File: config.mk
export PLATFORM = sky130hd
export DESIGN_NAME = gha_controller
export DESIGN_NICKNAME = d
export VERILOG_FILES = /design/src/design/gha_pkg.sv /design/src/design/gha_controller.sv
export SDC_FILE = /design/constraint.sdc
export NUM_CORES = 1
export LEC_CHECK = 0
export ABC_AREA = 1
export BUFFER_PORTS_ARGS = -buffer_cell sky130_fd_sc_hd__buf_2
export CAP_MARGIN = 10
export CORE_AREA = 2 2 39 41
export CTS_CLUSTER_SIZE = 10
export DETAILED_ROUTE_END_ITERATION = 16
export DIE_AREA = 0 0 41 43
export GPL_TIMING_DRIVEN = 1
export PLACE_DENSITY = 0.33
export SLEW_MARGIN = 0
export SYNTH_ARGS = -nofsm -noshare
export SYNTH_HDL_FRONTEND = slang
export SYNTH_SLANG_ARGS = --single-unit
File: constraint.sdc
create_clock -name clock -period 0.8 [get_ports clock]
set_input_delay 0.12 -clock clock [delete_from_list [all_inputs] [get_ports clock]]
set_output_delay 0.12 -clock clock [all_outputs]
set_load 0.01 [all_outputs]
File: src/design/gha_pkg.sv
`timescale 1ns / 1ps
// ----------------------------------------------------------------------------
// gha_pkg
// Shared types and constants for the generational handle allocator.
// ----------------------------------------------------------------------------
package gha_pkg;

   localparam int SLOTS_DEF        = 1024;
   localparam int VERSION_BITS_DEF = 16;

   // Operation codes carried in the func field.
   localparam logic [1:0] FUNC_ALLOC  = 2'd0;
   localparam logic [1:0] FUNC_FREE   = 2'd1;
   localparam logic [1:0] FUNC_EXISTS = 2'd2;

   // Result status codes.
   localparam logic [1:0] STATUS_OK    = 2'd0;
   localparam logic [1:0] STATUS_FULL  = 2'd1;
   localparam logic [1:0] STATUS_STALE = 2'd2;

   typedef struct packed {
      logic [1:0]  func;
      logic [9:0]  handle_index;
      logic [15:0] handle_version;
   } req_type;

   typedef struct packed {
      logic [1:0]  status;
      logic [9:0]  out_index;
      logic [15:0] out_version;
      logic        handle_live;
   } rsp_type;

   // Commands from the controller to the datapath.
   typedef struct packed {
      logic sweep;
      logic capture;
      logic execute;
   } cmd_type;

   // Status from the datapath to the controller.
   typedef struct packed {
      logic sweep_last;
   } sts_type;

endpackage

File: src/design/gha_controller.sv
`timescale 1ns / 1ps
// ----------------------------------------------------------------------------
// gha_controller
// Sequencer for the clearing sweep, item capture, execution and result hold.
// ----------------------------------------------------------------------------
module gha_controller (
   input  logic             clock,
   input  logic             reset,
   input  logic             req_valid,
   output logic             req_ready,
   output logic             rsp_valid,
   input  logic             rsp_ready,
   output gha_pkg::cmd_type cmd,
   input  gha_pkg::sts_type sts
);

   typedef enum logic [1:0] {
      ST_INIT,
      ST_IDLE,
      ST_EXEC
   } state_type;

   state_type state_ff, state_in;
   logic      rsp_valid_ff, rsp_valid_in;
   logic      out_free;

   assign out_free    = !rsp_valid_ff || rsp_ready;
   assign req_ready   = (state_ff == ST_IDLE);
   assign cmd.sweep   = (state_ff == ST_INIT);
   assign cmd.capture = req_valid && req_ready;
   assign cmd.execute = (state_ff == ST_EXEC) && out_free;
   assign rsp_valid   = rsp_valid_ff;

   always_comb begin
      state_in = state_ff;
      unique case (state_ff)
         ST_INIT: begin
            if (sts.sweep_last) begin
               state_in = ST_IDLE;
            end
         end
         ST_IDLE: begin
            if (cmd.capture) begin
               state_in = ST_EXEC;
            end
         end
         ST_EXEC: begin
            if (out_free) begin
               state_in = ST_IDLE;
            end
         end
         default: begin
            state_in = ST_INIT;
         end
      endcase
      if (cmd.execute) begin
         rsp_valid_in = 1'b1;
      end else if (rsp_ready) begin
         rsp_valid_in = 1'b0;
      end else begin
         rsp_valid_in = rsp_valid_ff;
      end
   end

   always_ff @(posedge clock) begin
      if (reset) begin
         state_ff     <= ST_INIT;
         rsp_valid_ff <= 1'b0;
      end else begin
         state_ff     <= state_in;
         rsp_valid_ff <= rsp_valid_in;
      end
   end

`ifndef SYNTHESIS
   a_accept_blocks_next: assert property (@(posedge clock) disable iff (reset)
      cmd.capture |=> !req_ready)
      else $error("item accepted in back-to-back cycles");

   a_execute_gives_result: assert property (@(posedge clock) disable iff (reset)
      cmd.execute |=> rsp_valid)
      else $error("executed item did not raise a result");

   a_sweep_ends: assert property (@(posedge clock) disable iff (reset)
      cmd.sweep && sts.sweep_last |=> !cmd.sweep && req_ready)
      else $error("clearing sweep did not stop at the last slot");

   a_no_accept_in_sweep: assert property (@(posedge clock) disable iff (reset)
      cmd.sweep |-> !cmd.capture && !cmd.execute)
      else $error("item handled during the clearing sweep");
`endif

endmodule

==> reports/metrics.cfg <==
[worst_setup_path]
crit_fanout=4
regToRegSetupSlack_ns=-0.02
regToRegStartpoint=state_ff[1]$_SDFFE_PP0P_
endpoint=cmd[0]
startpoint=state_ff[1]$_SDFFE_PP0P_
cp_slowest_cell=dfxtp_4
crit_arrival_ns=0.92
slowest_delay_ns=0.36
crit_chain=inv_4 -> nor3_2 -> buf_2
worst_ep_required_time_ns=0.68
worstRegToRegCells=4
start_kind=flip-flop
cp-end-kind=primary output
reg2reg_to=state_ff[1]$_SDFFE_PP0P_
path_class=flip-flop to primary output

[pwr]
p_int_uw=386.3
swShare_pct=26.74
ir_drop_uv=555.6
p_total_uw=527.4
p_per_area_nw_per_um2=1756
p_seq_share_pct=32.6
p_leak_nw=0.1508
p_sw_uw=141.0
clkPwrFrac_pct=51.0
pwr-share-comb_pct=16.4

[die]
dieArea_um2=1763
die_y_um=43
ios=10
die_x_um=41
coreArea_um2=1384
rows=14
start_util_pct=12.30

[finish]
num-fill-cells=162
layout-drive-gt1-share_pct=70.27
synthToLayoutAreaGrowth_pct=76.47
multi_input_area_um2=97.59
seqCellArea_um2=68.82
n_antenna_cell=0
nets=43

[drt]
wire_per_inst_um=7.962
drc=0
drt_iter0_drc=2
vias=188
antenna_left=0
wl_um=422
dr.pass1.iters=2
vias_per_cell=3.547

[clock_tree]
clockRootBuffer=clkbuf_4
cts_buffers=3
tritoncts=built
cts_sinks=3
path_clk_slew_ns=0.03
cts.path.max_buffers=2
cts_hold_buf=0
htree_levels=1
clock_latency_ns=0.24

[worst_hold_path]
min_path_cells=2
worstHoldPathType=primary input to flip-flop

[placement]
pre_cts_ws_ns=-0.07883
gp_congestion=0.7200
hpwl_um=287.6
io_buffers=9

[sta]
fmax_mhz=957.6
worst_pin_slew_ns=0.1412
skew_ns=0.0001600
fin_tns_setup_ns=-0.8529
drv_slew=0
hold_viol_final=0
setup_ws_ns=-0.2443
final-setup-viol-count=5
min_period_ns=1.044
grt_setup_unrepaired=yes
relSlewSlack_pct=90.48
post-route-period-util_pct=130.5

[synth]
yosysTopAreaCell=dfxtp_1
synth-warning-count=0
synth_area_leaders=dfxtp_1 (35%), inv_1 (11%), nand2_1 (8.8%)
synth_top_area_share_pct=35.29
synthDistinctLibCells=14
syn_area_per_cell_um2=7.090
syn_inst=24
syn-num-nets=29
syn-cell-area_um2=170.2
ys_ff_latch=3
ys_seq_area_share_pct=35.29

[global_route]
first_global_vias=160
grt_max_degree=7
overflow=0
grt_pass1_wl_um=579
grt_usage_pct=5.711
antenna_found_initial=0

[outcome]
violations=negative setup slack
status=complete, but fails checks

[job]
timing.max_cap.violations=0

how the worst min path moves through the flow:
| stage | from | end |
|---|---|---|
| floorplan | reset | state_ff[1]$_SDFFE_PP0P_ |
| global placement | reset | state_ff[1]$_SDFFE_PP0P_ |
| detailed placement | reset | state_ff[1]$_SDFFE_PP0P_ |
| CTS | reset | state_ff[1]$_SDFFE_PP0P_ |
| global route | reset | state_ff[1]$_SDFFE_PP0P_ |
| finish | reset | state_ff[1]$_SDFFE_PP0P_ |
layout make-up:
type                            instances  share of cell area [%]
Tap cell                               16                   6.667
Sequential cell                         3                   22.92
Clock buffer                            4                   8.750
Inverter                                6                   8.333
Multi-Input combinational cell         14                   32.50
Timing Repair Buffer                   10                   20.83
power groups by stage:
stage / logic [mW] / clock network (mW) / registers [mW]
2_1_floorplan: 0.0448 / 0 / 0.171
3_3_place_gp: 0.0748 / 0 / 0.173
3_5_place_dp: 0.0745 / 0 / 0.172
4_1_cts: 0.0785 / 0.277 / 0.172
5_1_grt: 0.0956 / 0.294 / 0.174
6_report: 0.0862 / 0.269 / 0.172
per-stage QoR:
| step | cell area (um^2) | util [%] | instances | hold slack (ns) |
|---|---|---|---|---|
| after floorplan | 175.2 | - | 24 | 0.1751 |
| after global placement | 232.7 | 16.82 | 48 | 0.3012 |
| after detailed placement | 232.7 | 16.82 | 48 | 0.2989 |
| after CTS | 279.0 | 20.16 | 52 | 0.04939 |
| after global routing | 300.3 | 21.70 | 53 | 0.04755 |
| final | 300.3 | 21.70 | 53 | 0.05434 |
metal layers:
layer	vias to the layer above	share of wire, %	wire length (um)	track usage [%]
met5	-	0	0	0
met4	0	2.4	10	4.000
met3	2	12	51	7.853
met2	9	42	177	6.250
met1	81	43	182	5.112
li1	96	-	-	-
kinds of logic (layout without fill, tap and decap cells):
kind of cell	count (synthesis)	after routing	synth area share, %
compound gates	3	3	12.50
buf+inv	7	20	17.65
flops	3	3	35.30
simple gates	11	11	34.55
cells in the final DEF (no fill, tap or decap):
| master | instances |
|---|---|
| nand2_2 | 1 |
| nand3_2 | 1 |
| a21oi_2 | 1 |
| nor2_4 | 2 |
| o21ai_0 | 1 |
| inv_1 | 4 |
| nor3_2 | 1 |
| clkbuf_1 | 1 |
| nand2_1 | 4 |
| buf_6 | 2 |
| inv_4 | 1 |
| clkbuf_4 | 3 |
| dfxtp_4 | 2 |
| dfxtp_2 | 1 |
| buf_2 | 8 |
| nor2_2 | 2 |
| o21a_1 | 1 |
| inv_2 | 1 |
worst max-delay path, delay by kind of cell, from the launching register on:
kind,cells,cell delay [ns]
and+or+nand+nor,1,0.13
buffers and inverters,2,0.20
DFF,1,0.36
what timing repair did:
action	4_1_cts	5_1_grt
resized for setup	5	4
hold endpoints to repair	0	0
setup endpoints to repair	6	7
setup buffers	0	1
pin swaps	1	0
registers in the layout, indices dropped and copies added, names as in the netlist:
register / cells
rsp_valid: 1
state_ff: 2
cells in the mapped netlist:
cell and number:
nand2_2 1, inv_1 5, o21a_1 1, buf_4 1
a21oi_2 1, inv_2 1, nor3_1 1, dfxtp_1 3
nor2_4 1, o21ai_0 1, nand2_1 4, nand3_1 1
nor2_1 1, nor2_2 2
Note: power is estimated with default switching activity, not from simulation.
